**src/rtl/sha1bsh_pkg.sv**
```systemverilog
// Shared constants, state codes and a rotate helper for the SHA-1 byte stream hasher.
package sha1bsh_pkg;

  localparam int unsigned WordW    = 32;
  localparam int unsigned NumWords = 5;
  localparam int unsigned IdxW     = 3;
  localparam int unsigned BlkBits  = 512;
  localparam int unsigned NumRnds  = 80;
  localparam int unsigned RndW     = 7;
  localparam int unsigned FillW    = 7;
  localparam int unsigned CountW   = 64;
  localparam int unsigned StateW   = 3;

  typedef logic [WordW-1:0] word_t;

  localparam word_t IvH0 = 32'h67452301;
  localparam word_t IvH1 = 32'hEFCDAB89;
  localparam word_t IvH2 = 32'h98BADCFE;
  localparam word_t IvH3 = 32'h10325476;
  localparam word_t IvH4 = 32'hC3D2E1F0;

  localparam word_t K0 = 32'h5A827999;
  localparam word_t K1 = 32'h6ED9EBA1;
  localparam word_t K2 = 32'h8F1BBCDC;
  localparam word_t K3 = 32'hCA62C1D6;

  localparam logic [7:0] PadByte  = 8'h80;
  localparam logic [FillW-1:0] LenPos   = 7'd56;
  localparam logic [FillW-1:0] LastFill = 7'd63;
  localparam logic [RndW-1:0]  LastRnd  = 7'd79;
  localparam logic [IdxW-1:0]  LastIdx  = 3'd4;

  // sequencer state codes
  localparam logic [StateW-1:0] StIdle  = 3'd0;
  localparam logic [StateW-1:0] StPad   = 3'd1;
  localparam logic [StateW-1:0] StLen   = 3'd2;
  localparam logic [StateW-1:0] StRound = 3'd3;
  localparam logic [StateW-1:0] StAdd   = 3'd4;
  localparam logic [StateW-1:0] StOut   = 3'd5;

  function automatic word_t rotl(input word_t v, input int unsigned n);
    rotl = (v << n) | (v >> (WordW - n));
  endfunction

endpackage

```
**src/rtl/sha1_byte_stream_hasher_core.sv**
```systemverilog
// SHA-1 byte stream hasher: byte collection, padding, shared round unit, digest output.
//
// Input channel (s_axis): one message byte per transfer in tdata[7:0]; tuser[0] says the
// byte is valid, tlast marks the final item of a message (it may carry no byte).
// Output channel (m_axis): after the final item, five transfers carry the digest words
// H0..H4 in tdata, the word index in tuser, and tlast on H4.
// Throughput: one byte per cycle while a block fills; every 64th byte starts the
// compression in the single round unit, followed by the chaining add, and no byte is
// taken until it is done. The round unit does one round per cycle.
// After the final item: the 0x80 marker and zero bytes up to the length position, then the
// eight length bytes, one or two compressions, then the five digest words.
// s_axis_tready_o is low while a block is compressed, padded or the digest is sent.
// If the receiver stalls, the current word holds; the next message waits until H4
// is taken, after which the chaining words return to the standard initial values.
// Reset (rst_ni low, asynchronous) restores the initial values and clears all counts.
module sha1_byte_stream_hasher_core (
  input  logic                               clk_i,
  input  logic                               rst_ni,
  input  logic                               s_axis_tvalid_i,
  output logic                               s_axis_tready_o,
  input  logic [7:0]                         s_axis_tdata_i,  // [7:0] data_byte
  input  logic                               s_axis_tuser_i,  // [0] has_byte
  input  logic                               s_axis_tlast_i,  // end_of_message
  output logic                               m_axis_tvalid_o,
  input  logic                               m_axis_tready_i,
  output logic [sha1bsh_pkg::WordW-1:0]      m_axis_tdata_o,  // [31:0] digest_word
  output logic [sha1bsh_pkg::IdxW-1:0]       m_axis_tuser_o,  // [2:0] word_index
  output logic                               m_axis_tlast_o   // last_word
);
  import sha1bsh_pkg::*;

  logic [StateW-1:0] state_q, state_d;
  logic [FillW-1:0]  fill_q, fill_d;
  logic [CountW-1:0] count_q, count_d;
  logic [RndW-1:0]   rnd_q, rnd_d;
  logic [IdxW-1:0]   oidx_q, oidx_d;
  logic              pad_q, pad_d;     // padding in progress
  logic              p80_q, p80_d;     // 0x80 marker already placed
  logic              fin_q, fin_d;     // length placed, next compression is the last
  word_t             h_q [NumWords];
  word_t             h_d [NumWords];
  word_t             a_q, b_q, c_q, d_q, e_q;
  word_t             a_d, b_d, c_d, d_d, e_d;
  logic [BlkBits-1:0] sr_q, sr_d;      // block bytes, then the 16-word schedule window

  logic              in_xfer, out_xfer;
  logic              put_en;
  logic [7:0]        put_byte;
  logic [CountW-1:0] bits_w;
  word_t             w0, w_new, f_w, k_w, t_w;

  assign in_xfer  = s_axis_tvalid_i && s_axis_tready_o;
  assign out_xfer = m_axis_tvalid_o && m_axis_tready_i;
  assign bits_w   = {count_q[CountW-4:0], 3'b000};

  // schedule taps: window holds w[t..t+15], w[t] in the top word
  assign w0    = sr_q[BlkBits-1 -: WordW];
  assign w_new = rotl(sr_q[95:64] ^ sr_q[255:224] ^ sr_q[447:416] ^ w0, 1);

  always_comb begin
    if (rnd_q < 7'd20) begin
      f_w = (b_q & c_q) | (~b_q & d_q);
      k_w = K0;
    end else if (rnd_q < 7'd40) begin
      f_w = b_q ^ c_q ^ d_q;
      k_w = K1;
    end else if (rnd_q < 7'd60) begin
      f_w = (b_q & c_q) | (b_q & d_q) | (c_q & d_q);
      k_w = K2;
    end else begin
      f_w = b_q ^ c_q ^ d_q;
      k_w = K3;
    end
  end

  assign t_w = rotl(a_q, 5) + f_w + e_q + k_w + w0;

  always_comb begin
    state_d = state_q;
    fill_d  = fill_q;
    count_d = count_q;
    rnd_d   = rnd_q;
    oidx_d  = oidx_q;
    pad_d   = pad_q;
    p80_d   = p80_q;
    fin_d   = fin_q;
    h_d     = h_q;
    a_d = a_q; b_d = b_q; c_d = c_q; d_d = d_q; e_d = e_q;
    sr_d     = sr_q;
    put_en   = 1'b0;
    put_byte = 8'h00;

    unique case (state_q)
      StIdle: begin
        if (in_xfer) begin
          put_en   = s_axis_tuser_i;
          put_byte = s_axis_tdata_i;
          if (s_axis_tuser_i) begin
            count_d = count_q + 64'd1;
          end
          if (s_axis_tlast_i) begin
            pad_d   = 1'b1;
            state_d = StPad;
          end
        end
      end
      StPad: begin
        if (!p80_q) begin
          put_en   = 1'b1;
          put_byte = PadByte;
          p80_d    = 1'b1;
        end else if (fill_q == LenPos) begin
          state_d = StLen;
        end else begin
          put_en   = 1'b1;
          put_byte = 8'h00;
        end
      end
      StLen: begin
        put_en   = 1'b1;
        put_byte = bits_w[{~fill_q[2:0], 3'b000} +: 8];
        if (fill_q == LastFill) begin
          fin_d = 1'b1;
        end
      end
      StRound: begin
        a_d  = t_w;
        b_d  = a_q;
        c_d  = rotl(b_q, 30);
        d_d  = c_q;
        e_d  = d_q;
        sr_d = {sr_q[BlkBits-WordW-1:0], w_new};
        rnd_d = rnd_q + 7'd1;
        if (rnd_q == LastRnd) begin
          state_d = StAdd;
        end
      end
      StAdd: begin
        h_d[0] = h_q[0] + a_q;
        h_d[1] = h_q[1] + b_q;
        h_d[2] = h_q[2] + c_q;
        h_d[3] = h_q[3] + d_q;
        h_d[4] = h_q[4] + e_q;
        if (fin_q) begin
          oidx_d  = '0;
          state_d = StOut;
        end else if (pad_q) begin
          state_d = StPad;
        end else begin
          state_d = StIdle;
        end
      end
      StOut: begin
        if (out_xfer) begin
          oidx_d = oidx_q + 3'd1;
          if (oidx_q == LastIdx) begin
            h_d     = '{IvH0, IvH1, IvH2, IvH3, IvH4};
            count_d = '0;
            pad_d   = 1'b0;
            p80_d   = 1'b0;
            fin_d   = 1'b0;
            state_d = StIdle;
          end
        end
      end
      default: begin
        state_d = StIdle;
      end
    endcase

    // byte insertion; a full block hands off to the round unit
    if (put_en) begin
      sr_d   = {sr_q[BlkBits-9:0], put_byte};
      fill_d = fill_q + 7'd1;
      if (fill_q == LastFill) begin
        fill_d  = '0;
        rnd_d   = '0;
        a_d = h_q[0]; b_d = h_q[1]; c_d = h_q[2]; d_d = h_q[3]; e_d = h_q[4];
        state_d = StRound;
      end
    end
  end

  always_ff @(posedge clk_i or negedge rst_ni) begin
    if (!rst_ni) begin
      state_q <= StIdle;
      fill_q  <= '0;
      count_q <= '0;
      rnd_q   <= '0;
      oidx_q  <= '0;
      pad_q   <= 1'b0;
      p80_q   <= 1'b0;
      fin_q   <= 1'b0;
      h_q     <= '{IvH0, IvH1, IvH2, IvH3, IvH4};
    end else begin
      state_q <= state_d;
      fill_q  <= fill_d;
      count_q <= count_d;
      rnd_q   <= rnd_d;
      oidx_q  <= oidx_d;
      pad_q   <= pad_d;
      p80_q   <= p80_d;
      fin_q   <= fin_d;
      h_q     <= h_d;
    end
  end

  always_ff @(posedge clk_i) begin
    sr_q <= sr_d;
    a_q  <= a_d;
    b_q  <= b_d;
    c_q  <= c_d;
    d_q  <= d_d;
    e_q  <= e_d;
  end

  assign s_axis_tready_o = (state_q == StIdle);
  assign m_axis_tvalid_o = (state_q == StOut);
  assign m_axis_tuser_o  = oidx_q;
  assign m_axis_tlast_o  = (oidx_q == LastIdx);

  always_comb begin
    unique case (oidx_q)
      3'd0:    m_axis_tdata_o = h_q[0];
      3'd1:    m_axis_tdata_o = h_q[1];
      3'd2:    m_axis_tdata_o = h_q[2];
      3'd3:    m_axis_tdata_o = h_q[3];
      3'd4:    m_axis_tdata_o = h_q[4];
      default: m_axis_tdata_o = '0;
    endcase
  end

endmodule

```
**config.mk**
```make
export PLATFORM = sky130hd
export DESIGN_NAME = sha1_byte_stream_hasher_core
export DESIGN_NICKNAME = d
export VERILOG_FILES = /design/src/rtl/sha1bsh_pkg.sv /design/src/rtl/sha1_byte_stream_hasher_core.sv
export SDC_FILE = /design/constraint.sdc
export NUM_CORES = 2
export LEC_CHECK = 0
export BUFFER_PORTS_ARGS = -buffer_cell sky130_fd_sc_hd__buf_2
export CORE_MARGIN = 2
export CORE_UTILIZATION = 40
export DETAILED_ROUTE_END_ITERATION = 12
export PLACE_DENSITY = 0.61
export REMOVE_ABC_BUFFERS = 1
export SLEW_MARGIN = 20
export SYNTH_ARGS = -nofsm -noshare
export SYNTH_HDL_FRONTEND = slang
export SYNTH_SLANG_ARGS = --single-unit
```
**constraint.sdc**
```tcl
create_clock -name clk_i -period 13.59 [get_ports clk_i]
set_clock_uncertainty 0.1 [all_clocks]
set_input_delay 1.359 -clock clk_i [delete_from_list [all_inputs] [get_ports clk_i]]
set_output_delay 1.359 -clock clk_i [all_outputs]
set_load 0.02 [all_outputs]
```
# [Word level (Yosys, flattened, before mapping)]
# Index checks and enable logic that the tools add are counted.
[totals] regBits=919 word_cells=153 output_inout_bits=38 inputBits=14
[op_classes] shift=1 n_mux=66 eq_ne=19 addsub=13 magnitude_cmp=3 n_reduce_logical=15 bitwise=17
[op_table] operator="2-to-1 mux 512 bit" n=2
[op_table] operator="2-to-1 mux 32 bit" n=20
[op_table] operator="2-to-1 mux 160 bit" n=2
[op_table] operator="case mux 160 bit (2 select lines)" n=1
[op_table] operator="adder 32 bit" n=9
[op_table] operator="2-to-1 mux 64 bit" n=4
[op_table] operator="case mux 32 bit (5 select lines)" n=1
[op_table] operator="XOR 32 bit" n=5
[op_table] operator="AND 32 bit" n=4
[op_table] operator="case mux 64 bit (2 select lines)" n=1
[op_table] operator="OR 32 bit" n=3
[op_table] operator="adder 64 x 1 -> 64 bit (second input constant)" n=1
[op_table] operator="variable part select 64 x 7 -> 8 bit" n=1
[op_table] operator="2-to-1 mux 3 bit" n=12
[op_table] operator="NOT 32 bit" n=1
[op_table] operator="OR 32 x 1 -> 32 bit" n=1
[op_table] operator="OR 32 x 30 -> 32 bit" n=1
[op_table] operator="OR 32 x 5 -> 32 bit" n=1
[op_table] operator="2-to-1 mux 31 bit" n=1
[op_table] operator="2-to-1 mux 7 bit" n=4
[op_table] operator="case mux 8 bit (3 select lines)" n=1
[op_table] operator="case mux 3 bit (6 select lines)" n=1
[op_table] operator="2-to-1 mux 8 bit" n=2
[op_table] operator="adder 7 x 1 -> 7 bit (second input constant)" n=2
[op_table] operator="21 further kinds" n=53

# [Depth between registers and ports, before layout]
[depth] word_depth=13 ltp_mapped=26 mapped_depth_nobuf=25

# [Worst setup path before layout]
# OpenSTA, ideal clock, no wires.
[synth_timing] path_kind="reg-to-reg" from="register fill_q[0]" to="register sr_q[0] (enable)" t_arrival_ns=10.835 setup_time_ns=3.639 path_slack_ns=-0.984 stages_incl_launch_ff=13 required_ns=9.851 n_path_buf=4 period_less_slack_ns=14.574 path_cell_list="dfrtp_1 > clkbuf_1 > clkbuf_1 > inv_1 > ha_1 > nand2_1 > or4_1 > a21oi_1 > nor2_1 > nor2_1 > clkbuf_1 > clkbuf_1 > nand2_1"
[synth_via] elab_chain_len=5
[synth_lines] item="start, declared" line="sha1_byte_stream_hasher_core.sv:33" text="logic [FillW-1:0] fill_q, fill_d;"
[synth_lines] item="start signal, assigned" line="sha1_byte_stream_hasher_core.sv:197" text="fill_q <= fill_d;"
[synth_lines] item="equality test 7 x 6 -> 1 bit" line="sha1_byte_stream_hasher_core.sv:112" text="end else if (fill_q == LenPos) begin"
[synth_lines] item="2-to-1 mux 1 bit" line="sha1_byte_stream_hasher_core.sv:112"
[synth_lines] item="2-to-1 mux 1 bit" line="sha1_byte_stream_hasher_core.sv:108" text="if (!p80_q) begin"
[synth_lines] item="case mux 1 bit (3 select lines)" line="sha1_byte_stream_hasher_core.sv:93" text="unique case (state_q)"
[synth_lines] item="nonzero test 2 bit (no line)"
[synth_lines] item="end signal, assigned" line="sha1_byte_stream_hasher_core.sv:209" text="sr_q <= sr_d;"
[synth_lines] item="end, declared" line="sha1_byte_stream_hasher_core.sv:44" text="logic [BlkBits-1:0] sr_q, sr_d;"
# Every way passes these cells.
# A chain may end at the register's enable or synchronous reset.

# [Worst setup path in the final report]
[layout_timing] from="register rnd_q[4]" to="register a_q[30]"
[layout_via] elab_chain_len=11 word_cells_on_any_way=16 cone_classes="4 x add/sub; 3 x order compare; 9 x mux"
[layout_lines] item="start, declared" line="sha1_byte_stream_hasher_core.sv:35" text="logic [RndW-1:0] rnd_q, rnd_d;"
[layout_lines] item="start signal, assigned" line="sha1_byte_stream_hasher_core.sv:199" text="rnd_q <= rnd_d;"
[layout_lines] item="less-than comparator 7 x 6 -> 1 bit" line="sha1_byte_stream_hasher_core.sv:67" text="end else if (rnd_q < 7'd60) begin"
[layout_lines] item="2-to-1 mux 32 bit" line="sha1_byte_stream_hasher_core.sv:67"
[layout_lines] item="2-to-1 mux 32 bit" line="sha1_byte_stream_hasher_core.sv:64" text="end else if (rnd_q < 7'd40) begin"
[layout_lines] item="2-to-1 mux 32 bit" line="sha1_byte_stream_hasher_core.sv:61" text="if (rnd_q < 7'd20) begin"
[layout_lines] item="adder 32 bit (2 in a row)" line="sha1_byte_stream_hasher_core.sv:76" text="assign t_w = rotl(a_q, 5) + f_w + e_q + k_w + w0;"
[layout_lines] item="adder 32 bit (*) (2 in a row)" line="sha1_byte_stream_hasher_core.sv:76"
[layout_lines] item="2-to-1 mux 32 bit (*)" line="sha1_byte_stream_hasher_core.sv:93"
[layout_lines] item="2-to-1 mux 32 bit" line="sha1_byte_stream_hasher_core.sv:175" text="if (fill_q == LastFill) begin"
[layout_lines] item="2-to-1 mux 32 bit (*)" line="sha1_byte_stream_hasher_core.sv:172" text="if (put_en) begin"
[layout_lines] item="via a_d[30]" line="sha1_byte_stream_hasher_core.sv:43" text="word_t a_d, b_d, c_d, d_d, e_d;"
[layout_lines] item="end signal, assigned" line="sha1_byte_stream_hasher_core.sv:210" text="a_q <= a_d;"
[layout_lines] item="end, declared" line="sha1_byte_stream_hasher_core.sv:42" text="word_t a_q, b_q, c_q, d_q, e_q;"
# Mark *: on every way through the listed nets, which the timed path passes. The rest lies on a longest branch.

==> impl_metrics.py <==
metrics = {
    "synth": {
        "netlist_area_um2": 52600,
        "ys_types": 85,
        "yosysWarnings": 0,
        "synth.ff_latch_count": 916,
        "yosysMostFrequentCell": "nand2_1",
        "yosysSeqAreaShare": 0.471,
        "syn_inst": 5875,
        "yosys.area.top_type": "edfxtp_1",
        "syn_avg_cell_area_um2": 8.96,
        "synth-async-reset-ratio": 0.266,
        "synth_ff_type": "edfxtp_1",
        "synth_edf_count": 512,
        "yosysTopAreaCellShare": 0.292,
        "synth_area_leaders": "edfxtp_1 (29%), nand2_1 (14%), dfrtp_1 (7.8%), dfxtp_1 (6.1%), ha_1 (4.8%)",
        "ys_top_cells_by_count": "nand2_1 (1,932), edfxtp_1 (512), nor2_1 (366)",
    },
    "clocking": {
        "htreeDepth": 3,
        "cts_buffers": 102,
        "clk_path_buf_depth": 3,
        "cts_tree": "yes",
        "clock_sinks": 916,
        "cts.repair.resized": 0,
        "post_cts_buffers": 0,
        "clk_pin_slew_ps": 60,
        "cts_hold_buf": 0,
        "clk_latency_ps": 720,
        "ctsRootBufferMaster": "clkbuf_16",
    },
    "min_path": {
        "hold_depth": 1,
        "hp-start": "fill_q[5]",
        "worstHoldPathType": "reg -> reg",
        "worst_hold_path.endpoint": "fill_q[5]",
    },
    "flow_run": {
        "cap_violations": 0,
    },
    "sta": {
        "tns_ps": 0,
        "slew_headroom": 0.255,
        "fin_crit_ps": 7270,
        "maxSlewViolCount": 0,
        "rsz0062_at_grt": "no",
        "worst_slew_pin_slew_ps": 1110,
        "fin_crit_sh": 0.535,
        "worst_slack_ps": 6320,
        "hold_viol": 0,
        "setup_violations": 0,
        "clock.fmax_ghz": 0.138,
    },
    "global_routing": {
        "grt_pass1_wl_mm": 230,
        "antenna_found_initial": 4,
        "gr-total-overflow": 0,
        "grt_max_degree": 228,
        "first_global_vias": 39500,
        "grt.total_usage": 0.215,
    },
    "finish": {
        "drive_above_1_share": 0.0658,
        "area_delta_synth_final_pct": 10.2,
        "fin_util": 0.443,
        "fin_nets": 6136,
        "final_cells": 7640,
    },
    "placement": {
        "dpl.cell_count": 7445,
        "io_buffer_count": 51,
        "place_congestion": 0.926,
        "place_ws_ps": 6470,
        "hpwl_mm": 99.3,
    },
    "worst_setup_path": {
        "crit_required_ps": 14060,
        "r2r-start": "rnd_q[4]",
        "cp_max_fo": 20,
        "path_cells": "a41oi_1, nand2_1, buf_4, clkinv_1, a221oi_1, fa_1, fa_1, fa_1, inv_1, ha_1, a21o_1, a21o_1, a21oi_1, o21ai_0, a2111oi_0, nor2_1, a31o_2, nand2_1, o21ai_0, a221oi_1, xor2_1, a21oi_1",
        "worstPathArrival_ps": 7740,
        "crit_path_start_kind": "flop",
        "max_stage_delay_ps": 780,
        "cpMaxStageDelayCell": "clkinv_1",
        "reg2reg_to": "a_q[30]",
        "r2r_setup_slack_ps": 6320,
        "crit_top_cell": "fa_1",
        "reg2reg_depth": 22,
        "crit_type": "reg -> reg",
        "end_kind": "flop",
    },
    "drt": {
        "avgViaCountPerCell": 5.41,
        "dr.pass1.iters": 7,
        "routed_wl_mm": 147,
        "routed.top_layer": "met5",
        "num_vias": 41300,
        "drc_errors": 0,
        "wl_per_cell_um": 19.3,
        "wl_met2_mm": 66.8,
        "ant_nets": 0,
        "wl_met1_mm": 66.4,
        "met3_length_mm": 9.21,
        "detail_route.iter0.violations": 4046,
    },
    "floorplanning": {
        "die_area_um2": 134000,
        "placementRows": 133,
        "start_util": 0.402,
        "fp.coreArea_um2": 131000,
        "io_pins": 52,
        "fp.dieH_um": 367,
        "die_x_um": 367,
    },
    "outcome": {
        "outcome": "finished, final reports clean",
    },
}
cell type report:
cell class	count	area (um^2)
fill	12700	73000
sequential	916	24800
clock buffer	137	2790
antenna	1	2.50
multi-input combinational	4409	25800
clock inverter	56	686
timing repair buffer	99	671
tap	1755	2200
inverter	267	1000
stage by stage:
stage          hold WS (ps)  instance area [um^2]
6_report                393                 58000
5_1_grt                 425                 58000
4_1_cts                 392                 57900
3_5_place_dp            385                 54500
3_3_place_gp            368                 54500
2_1_floorplan           351                 51500
critical path, delay by kind of cell, from the launching register on:
kind / cells / cell delay (ps)
compound gates: 11 / 2920
fa+ha+maj: 4 / 1780
buf+inv: 3 / 1160
flops: 1 / 490
simple gates: 3 / 470
xor+xnor: 1 / 190
registers in the layout, indices dropped and copies added (netlist names), 32 cells and up:
| register | flops |
|---|---|
| a_q | 32 |
| b_q | 32 |
| c_q | 32 |
| count_q | 61 |
| d_q | 32 |
| e_q | 32 |
| h_q | 160 |
| sr_q | 512 |
routing by layer:
metal / vias to the layer above / global-route usage
li1: 19800 / -
met1: 20100 / 0.304
met2: 1140 / 0.335
met3: 224 / 0.0299
met4: 2 / 0.0754
met5: - / 0
how the worst max path moves through the flow:
stage,from,cells after the start,end
final,rnd_q[4],22,a_q[30]
after global routing,rnd_q[4],22,a_q[30]
after CTS,rnd_q[4],22,a_q[30]
after detailed placement,rnd_q[4],22,a_q[30]
after global placement,rnd_q[4],22,a_q[30]
after floorplan,s_axis_tvalid_i,4,sr_q[0]
layout by cell type, fill, tap and decap left out, drive strengths merged, types with 137 or more instances in the layout:
master  synthesis  layout
o21ai         273     273
a21oi         252     252
dfrtp         164     164
inv           265     267
nor2          368     368
clkbuf        270     137
edfxtp        512     512
xnor2         183     183
nand2        1932    1932
dfxtp         160     160
a31oi         152     152
ha            202     202
cells by family (layout without fill, tap and decap cells):
kind of cell / count (synthesis) / in the layout / synth area share
AOI/OAI and AO/OA: 1033 / 1033 / 0.122
DFF: 916 / 916 / 0.471
and+or+nand+nor: 2685 / 2685 / 0.207
other: 0 / 1 / 0
muxes: 53 / 53 / 0.0125
xor gates and xnor gates: 311 / 311 / 0.0518
buffers and inverters: 550 / 559 / 0.0396
adders and majority gates: 327 / 327 / 0.0956
Power is not shown: default switching activity piles up to over one toggle a cycle in this logic, so the estimate is an artifact.
